File: src/xbtu_pkg.sv
// Shared types and constants for the x86 branch target unfilter.
// No dependencies; every module of the block imports this package.
package xbtu_pkg;

  localparam int unsigned PosBits    = 32;
  localparam int unsigned WordBits   = 32;
  localparam int unsigned QueueDepth = 4;
  localparam int unsigned QPtrBits   = $clog2(QueueDepth);
  localparam int unsigned QCntBits   = $clog2(QueueDepth + 1);

  localparam logic [7:0] OpcCall = 8'hE8;
  localparam logic [7:0] OpcJmp  = 8'hE9;

  // Byte counts of a queued request, stored minus one.
  localparam logic [1:0] CntOne  = 2'd0;
  localparam logic [1:0] CntFour = 2'd3;

  typedef struct packed {
    logic [7:0] data_byte;
    logic       end_of_stream;
  } in_t;

  typedef struct packed {
    logic [7:0] out_byte;
    logic       out_last;
  } out_t;

  // One queued request: up to four bytes, little-endian, emitted low byte first.
  typedef struct packed {
    logic [WordBits-1:0] word;
    logic [1:0]          cnt_m1;
    logic                last;
  } cmd_t;

  typedef struct packed {
    logic valid;
    cmd_t cmd;
  } cmd_push_t;

  typedef struct packed {
    logic collecting;
    logic pos_zero;
  } front_stat_t;

endpackage

File: src/xbtu_front.sv
// Front end: accepts stream bytes, tracks position and operand collection,
// and turns each byte into a queued request. Depends on xbtu_pkg.
module xbtu_front (
  input  logic                 clk_i,
  input  logic                 rst_ni,
  input  logic                 in_valid_i,
  input  xbtu_pkg::in_t        in_i,
  input  logic                 q_full_i,
  output xbtu_pkg::cmd_push_t  push_o,
  output xbtu_pkg::front_stat_t stat_o
);
  import xbtu_pkg::*;

  logic [PosBits-1:0] pos_q, pos_d;
  logic [PosBits-1:0] base_q, base_d;
  logic [1:0]         cnt_q, cnt_d;
  logic               coll_q, coll_d;
  logic [7:0]         ob_q [3];
  logic               accept;
  logic [7:0]         b;
  logic               eos;
  logic [WordBits-1:0] raw_word;

  assign accept = in_valid_i & ~q_full_i;
  assign b      = in_i.data_byte;
  assign eos    = in_i.end_of_stream;
  assign raw_word = {ob_q[0], ob_q[1], ob_q[2], b};

  always_comb begin
    pos_d  = pos_q + PosBits'(1);
    base_d = base_q;
    cnt_d  = cnt_q;
    coll_d = coll_q;
    push_o = '0;
    if (coll_q) begin
      if (cnt_q == CntFour) begin
        push_o.valid      = 1'b1;
        push_o.cmd.word   = raw_word - WordBits'(base_q);
        push_o.cmd.cnt_m1 = CntFour;
        push_o.cmd.last   = eos;
        coll_d = 1'b0;
        cnt_d  = '0;
      end else if (eos) begin
        // short tail: flush collected bytes raw
        push_o.valid      = 1'b1;
        push_o.cmd.cnt_m1 = cnt_q;
        push_o.cmd.last   = 1'b1;
        case (cnt_q)
          2'd0:    push_o.cmd.word = {24'h0, b};
          2'd1:    push_o.cmd.word = {16'h0, b, ob_q[0]};
          default: push_o.cmd.word = {8'h0, b, ob_q[1], ob_q[0]};
        endcase
        coll_d = 1'b0;
        cnt_d  = '0;
      end else begin
        cnt_d = cnt_q + 2'd1;
      end
    end else begin
      push_o.valid      = 1'b1;
      push_o.cmd.word   = {24'h0, b};
      push_o.cmd.cnt_m1 = CntOne;
      push_o.cmd.last   = eos;
      if ((b == OpcCall || b == OpcJmp) && !eos) begin
        coll_d = 1'b1;
        cnt_d  = '0;
        base_d = pos_q + PosBits'(1);
      end
    end
    if (eos) begin
      pos_d  = '0;
      cnt_d  = '0;
      coll_d = 1'b0;
      base_d = '0;
    end
    push_o.valid = push_o.valid & accept;
  end

  always_ff @(posedge clk_i or negedge rst_ni) begin
    if (!rst_ni) begin
      pos_q  <= '0;
      base_q <= '0;
      cnt_q  <= '0;
      coll_q <= 1'b0;
    end else if (accept) begin
      pos_q  <= pos_d;
      base_q <= base_d;
      cnt_q  <= cnt_d;
      coll_q <= coll_d;
    end
  end

  // hold operand bytes; only entries written in this collection are read
  always_ff @(posedge clk_i) begin
    if (accept && coll_q && !eos) begin
      case (cnt_q)
        2'd0:    ob_q[0] <= b;
        2'd1:    ob_q[1] <= b;
        2'd2:    ob_q[2] <= b;
        default: ;
      endcase
    end
  end

  assign stat_o.collecting = coll_q;
  assign stat_o.pos_zero   = (pos_q == '0);

endmodule

File: src/xbtu_queue.sv
// Short request queue between front end and back end.
// Depends on xbtu_pkg for the request type and depth.
module xbtu_queue (
  input  logic                clk_i,
  input  logic                rst_ni,
  input  xbtu_pkg::cmd_push_t push_i,
  input  logic                pop_i,
  output logic                full_o,
  output logic                valid_o,
  output xbtu_pkg::cmd_t      head_o
);
  import xbtu_pkg::*;

  cmd_t                mem_q [QueueDepth];
  logic [QPtrBits-1:0] wr_q, rd_q;
  logic [QCntBits-1:0] cnt_q;
  logic                do_pop;

  assign full_o  = (cnt_q == QCntBits'(QueueDepth));
  assign valid_o = (cnt_q != '0);
  assign head_o  = mem_q[rd_q];
  assign do_pop  = pop_i & valid_o;

  always_ff @(posedge clk_i or negedge rst_ni) begin
    if (!rst_ni) begin
      wr_q  <= '0;
      rd_q  <= '0;
      cnt_q <= '0;
    end else begin
      if (push_i.valid) wr_q <= wr_q + QPtrBits'(1);
      if (do_pop)       rd_q <= rd_q + QPtrBits'(1);
      case ({push_i.valid, do_pop})
        2'b10:   cnt_q <= cnt_q + QCntBits'(1);
        2'b01:   cnt_q <= cnt_q - QCntBits'(1);
        default: cnt_q <= cnt_q;
      endcase
    end
  end

  always_ff @(posedge clk_i) begin
    if (push_i.valid) mem_q[wr_q] <= push_i.cmd;
  end

endmodule

File: src/xbtu_back.sv
// Back end: holds one request and emits its bytes one per cycle unless stalled.
// Depends on xbtu_pkg.
module xbtu_back (
  input  logic            clk_i,
  input  logic            rst_ni,
  input  logic            q_valid_i,
  input  xbtu_pkg::cmd_t  q_head_i,
  output logic            pop_o,
  output logic            out_valid_o,
  input  logic            out_stall_i,
  output xbtu_pkg::out_t  out_o
);
  import xbtu_pkg::*;

  cmd_t       cur_q;
  logic       cur_valid_q;
  logic [1:0] idx_q;
  logic       out_acc;
  logic       final_byte;

  assign out_acc    = cur_valid_q & ~out_stall_i;
  assign final_byte = (idx_q == cur_q.cnt_m1);
  // refill when empty or when the final byte leaves this cycle
  assign pop_o      = q_valid_i & (~cur_valid_q | (out_acc & final_byte));

  assign out_valid_o    = cur_valid_q;
  assign out_o.out_byte = cur_q.word[{idx_q, 3'b000} +: 8];
  assign out_o.out_last = cur_q.last & final_byte;

  always_ff @(posedge clk_i or negedge rst_ni) begin
    if (!rst_ni) begin
      cur_valid_q <= 1'b0;
      idx_q       <= '0;
    end else if (pop_o) begin
      cur_valid_q <= 1'b1;
      idx_q       <= '0;
    end else if (out_acc) begin
      if (final_byte) begin
        cur_valid_q <= 1'b0;
        idx_q       <= '0;
      end else begin
        idx_q <= idx_q + 2'd1;
      end
    end
  end

  always_ff @(posedge clk_i) begin
    if (pop_o) cur_q <= q_head_i;
  end

endmodule

File: src/x86_branch_target_unfilter_core.sv
// Top level of the x86 branch target unfilter (E8/E9 call/jump decode).
// Instantiates xbtu_front, xbtu_queue and xbtu_back; depends on xbtu_pkg.
//
// The core restores a byte stream that went through an x86 call/jump filter.
// Plain bytes pass straight through; after an 0xE8 or 0xE9 opcode the next
// four bytes are taken as a big-endian word, the stream position of the first
// of them is subtracted modulo 2^32, and the result leaves as four
// little-endian bytes. A buffer that ends inside an operand flushes the
// collected bytes raw, and the position restarts at zero after every byte
// flagged end_of_stream. Input takes one byte per cycle while the queue has
// room; the front end turns each accepted byte into a request in the same
// cycle (operand bytes wait until the fourth completes the word) and
// writes it into a four-entry request queue, and the back end emits one byte
// per cycle while the output is not stalled, so sustained throughput is one
// byte per clock in each direction. With no stall, a request passes through
// the queue and the back end's request register before its first byte leaves.
// The front end stalls only when the request queue is full; the output side
// may stall at any time without blocking input until the queue fills.
module x86_branch_target_unfilter_core (
  input  logic           clk_i,
  input  logic           rst_ni,
  input  logic           in_valid_i,
  output logic           in_stall_o,
  input  xbtu_pkg::in_t  in_i,
  output logic           out_valid_o,
  input  logic           out_stall_i,
  output xbtu_pkg::out_t out_o
);
  import xbtu_pkg::*;

  cmd_push_t   push;
  front_stat_t front_stat;
  cmd_t        q_head;
  logic        q_full;
  logic        q_valid;
  logic        q_pop;

  // stall input while the request queue has no room
  assign in_stall_o = q_full;

  xbtu_front u_front (
    .clk_i      (clk_i),
    .rst_ni     (rst_ni),
    .in_valid_i (in_valid_i),
    .in_i       (in_i),
    .q_full_i   (q_full),
    .push_o     (push),
    .stat_o     (front_stat)
  );

  xbtu_queue u_queue (
    .clk_i   (clk_i),
    .rst_ni  (rst_ni),
    .push_i  (push),
    .pop_i   (q_pop),
    .full_o  (q_full),
    .valid_o (q_valid),
    .head_o  (q_head)
  );

  xbtu_back u_back (
    .clk_i       (clk_i),
    .rst_ni      (rst_ni),
    .q_valid_i   (q_valid),
    .q_head_i    (q_head),
    .pop_o       (q_pop),
    .out_valid_o (out_valid_o),
    .out_stall_i (out_stall_i),
    .out_o       (out_o)
  );

  // never push into a full queue
  a_no_overflow: assert property (@(posedge clk_i) disable iff (!rst_ni)
    !(push.valid && q_full))
    else $error("request pushed into full queue");

  // back end pops only what the queue holds
  a_no_underflow: assert property (@(posedge clk_i) disable iff (!rst_ni)
    q_pop |-> q_valid)
    else $error("request popped from empty queue");

  // end of buffer returns the front end to position zero, not collecting
  a_end_clears: assert property (@(posedge clk_i) disable iff (!rst_ni)
    (in_valid_i && !in_stall_o && in_i.end_of_stream)
      |=> (front_stat.pos_zero && !front_stat.collecting))
    else $error("front end not cleared after end of stream");

  // an accepted opcode outside collection starts operand collection
  a_opcode_starts: assert property (@(posedge clk_i) disable iff (!rst_ni)
    (in_valid_i && !in_stall_o && !front_stat.collecting && !in_i.end_of_stream
      && (in_i.data_byte == OpcCall || in_i.data_byte == OpcJmp))
      |=> front_stat.collecting)
    else $error("opcode did not start operand collection");

endmodule

File: config.mk
export PLATFORM = sky130hd
export DESIGN_NAME = x86_branch_target_unfilter_core
export DESIGN_NICKNAME = d
export VERILOG_FILES = /design/src/xbtu_pkg.sv /design/src/xbtu_front.sv /design/src/xbtu_queue.sv /design/src/xbtu_back.sv /design/src/x86_branch_target_unfilter_core.sv
export SDC_FILE = /design/constraint.sdc
export NUM_CORES = 1
export LEC_CHECK = 0
export ABC_AREA = 1
export CAP_MARGIN = 10
export CORE_MARGIN = 10
export CORE_UTILIZATION = 60
export CTS_CLUSTER_DIAMETER = 60
export DETAILED_ROUTE_END_ITERATION = 10
export DONT_BUFFER_PORTS = 1
export HOLD_SLACK_MARGIN = 0.1
export PLACE_DENSITY = 0.76
export SYNTH_ARGS = -nofsm -noshare
export SYNTH_HDL_FRONTEND = slang
export SYNTH_SLANG_ARGS = --single-unit
File: constraint.sdc
create_clock -name clk_i -period 6.6 [get_ports clk_i]
set_input_delay 1.32 -clock clk_i [delete_from_list [all_inputs] [get_ports clk_i]]
set_output_delay 1.32 -clock clk_i [all_outputs]
set_load 0.02 [all_outputs]
==> impl_metrics.yaml <==
status:
  status: "complete, no violations"
cts:
  clock_sinks: 276
  max-clock-path-buffers: 3
  cts_tree: "yes"
  clock_tree.htree_level_count: 1
  worstSkewPairLatency_ps: 560
  clk_root_buffer_cell: "clkbuf_16"
  setup_bufs_post_cts: 0
  clkSlewWorstSetupHoldPaths_ps: 60
  post_cts.resized_instances: 0
  holdBufCountCts: 0
  cts_buffers: 29
timing:
  unrepaired_setup_endpoints_after_global_routing: "false"
  layout_min_cycle_time_ps: 3490
  worst-slew-pin-transition_ps: 1130
  timing_max_transition_violations_final: 0
  timing.hold.ws_ps: 457
  setup_slack_ps: 3110
  fmax_ghz: 0.287
  timing.setup.tns_ps: 0
  finalSetupViolations: 0
  max_slew_margin_pct: 24.7
  final_min_period_over_clock_period_pct: 52.8
  timing.final.hold_violations: 0
  fin_worst_skew_ps: 12.1
setup_path:
  cp-end-kind: "output port"
  reg2reg_slack_ps: 3290
  rr_startpoint: "u_front.cnt_q[0]"
  critical_path.startpoint_type: "flip-flop"
  critPathMaxFanout: 21
  cp.required_ps: 5280
  ff2ff_path_depth: 5
  critPathKind: "reg -> out"
  crit-reg2reg-capture: "u_queue.mem_q[3][24]"
  crit_arrival_ps: 2170
power_and_ir_drop:
  power_per_cell_area_nw_per_um2: 331
  cellLeakagePower_nw: 6.59
  design_power_total_w: 0.00523
  max-vdd-ir-drop_uv: 242
logic_synthesis:
  yosysWarningCount: 0
  seq_area_frac_synth_pct: 54.6
  synthCells: 1653
  synth.lib_cells_used.distinct: 45
  synth_edf_count: 199
  ys_seq_elements: 276
  synthArstFlopShare_pct: 27.9
  syn_area_sq_um: 14500
  yosys_most_used_dff: "edfxtp_1"
  synth_nets: 1709
  synth.avg_cell_area_sq_um: 8.75
grt:
  grt_overflow_total: 0
  track_usage_pct: 24.3
  antenna_found_initial: 0
  wire_length_of_the_first_global_routing_pass_mm: 59.2
  grt_start_max_net_pins: 78
  grt_pass1_vias: 10800
finish:
  ratio_of_cells_with_drive_above_1_in_the_final_layout_pct: 6.25
  antennaDiodeCount: 0
  multi_input_comb_area_sq_um: 5510
  num-fill-cells: 1941
  layout.nets: 1696
  syn_to_final_growth_pct: 8.93
  seqCellArea_sq_um: 7900
routing:
  detailroute.via_count: 11400
  routed_wirelength_mm: 37.7
  drt-pass1-iter-count: 5
  drt.antenna.violating_nets: 0
  wire_per_inst_um: 19.0
  drt_drc_violations_left: 0
  viasPerCell: 5.75
  detailedRoute.firstIterationViolations: 1129
floorplan:
  die-width_um: 175
  boundaryPins: 24
  core-area_sq_um: 23600
  start_util_pct: 61.3
  dieArea_sq_um: 30700
  fp-row-count: 56
  die_ht_um: 175
placement:
  dpl.hpwl_mm: 27.1
  pre_cts_ws_ps: 2720
  gp_congestion: 0.957
  io_buffer_count: 0
run:
  max-cap-violations: 0
hold_path:
  hp-class: "in -> async"
==> final cells by class <==
cell class / instances / share of cell area [%]
Clock buffer: 38 / 5.08
Clock inverter: 16 / 1.40
Inverter: 230 / 5.49
Multi-Input combinational cell: 1097 / 34.9
Sequential cell: 276 / 50.1
Tap cell: 319 / 2.53
Timing Repair Buffer: 6 / 0.413
==> Yosys cell counts (3+ instances only) <==
cell type | n | share of area (%)
a21o_1 | 5 | 0.26
a21oi_1 | 45 | 1.6
a31oi_1 | 6 | 0.26
and2_1 | 3 | 0.13
buf_1 | 3 | 0.078
buf_2 | 9 | 0.31
buf_4 | 5 | 0.26
clkbuf_1 | 32 | 0.83
dfrtp_1 | 77 | 13
edfxtp_1 | 199 | 41
ha_1 | 41 | 3.5
inv_1 | 222 | 5.8
inv_2 | 5 | 0.13
nand2_1 | 370 | 9.6
nand2_2 | 8 | 0.35
nand3_1 | 74 | 2.6
nand3_2 | 6 | 0.42
nand4_1 | 43 | 1.9
nor2_1 | 201 | 5.2
nor2_2 | 7 | 0.30
nor2_4 | 4 | 0.31
nor3_1 | 12 | 0.42
nor3_2 | 3 | 0.21
o211ai_1 | 3 | 0.16
o21ai_0 | 167 | 5.8
o21ai_1 | 14 | 0.48
o21ai_2 | 6 | 0.36
o21bai_1 | 4 | 0.21
o22ai_1 | 44 | 1.9
or2_2 | 6 | 0.26
xnor2_1 | 4 | 0.24
xor2_1 | 7 | 0.42
==> sequential cells by signal (all words and copies together) (netlist names), 2 cells and up <==
name and flops:
u_queue.mem_q 140, u_back.cur_q 35, u_queue.wr_q 2, u_front.base_q 32
u_front.ob_q 24, u_back.idx_q 2, u_queue.rd_q 2, u_queue.cnt_q 3
u_front.cnt_q 2, u_front.pos_q 32
==> critical path: stages, from the launching register on <==
cell,delay [ps]
dfrtp_1,600
inv_1,420
o21ai_0,150
o22ai_1,430
==> layer usage <==
layer  up-vias  routed length (um)  GRT usage [%]
met5         -                   0              0
met4         0                1100           7.24
met1      5357               16200           33.1
met3        72                2730           3.20
li1       5507                   -              -
met2       457               17600           39.8
==> how the worst max path moves through the flow <==
stage	from	endpoint	slack (ps)	cells past startpoint
global placement	in_valid_i	u_queue.mem_q[2][27]	2740	5
floorplan	in_i[0]	u_queue.mem_q[0][0]	2930	5
CTS	u_back.idx_q[0]	out_o[8]	3070	3
finish	u_back.idx_q[0]	out_o[3]	3110	3
detailed placement	in_valid_i	u_queue.mem_q[0][30]	2720	5
global route	u_back.idx_q[0]	out_o[8]	2970	3
==> stage by stage <==
step           area, sq um  util [%]  instances
2_1_floorplan        14500         -       1653
3_3_place_gp         14700      62.3       1927
3_5_place_dp         14700      62.3       1927
4_1_cts              15700      66.6       1981
5_1_grt              15800      66.8       1982
6_report             15800      66.8       1982
==> power breakdown <==
group,total (W),internal (W),switching (W)
clock,0.00172,0.00105,0.000670
combinational,0.00116,0.000311,0.000845
sequential,0.00235,0.00223,0.000111
==> cell families after synthesis <==
group / Yosys count / share of synthesized area [%]
buffers and inverters: 280 / 7.54
DFF: 276 / 54.6
and+or+nand+nor: 745 / 22.2
xor gates and xnor gates: 11 / 0.666
AOI/OAI and AO/OA: 298 / 11.2
adders and majority gates: 43 / 3.82
==> layout by cell type, fill, tap and decap left out, types with 6 or more instances in the layout <==
cell and instances:
a21oi_1 45, a31oi_1 6, clkbuf_1 6, clkbuf_16 30, clkinv_1 7, dfrtp_1 76
edfxtp_1 199, ha_1 41, inv_1 222, nand2_1 370, nand2_2 8, nand3_1 74
nand3_2 6, nand4_1 43, nor2_1 197, nor2_2 7, nor2_4 8, nor3_1 12
o21ai_0 167, o21ai_1 14, o21ai_2 6, o22ai_1 44, or2_2 6, xor2_1 7
(Power assumes the default switching activity.)
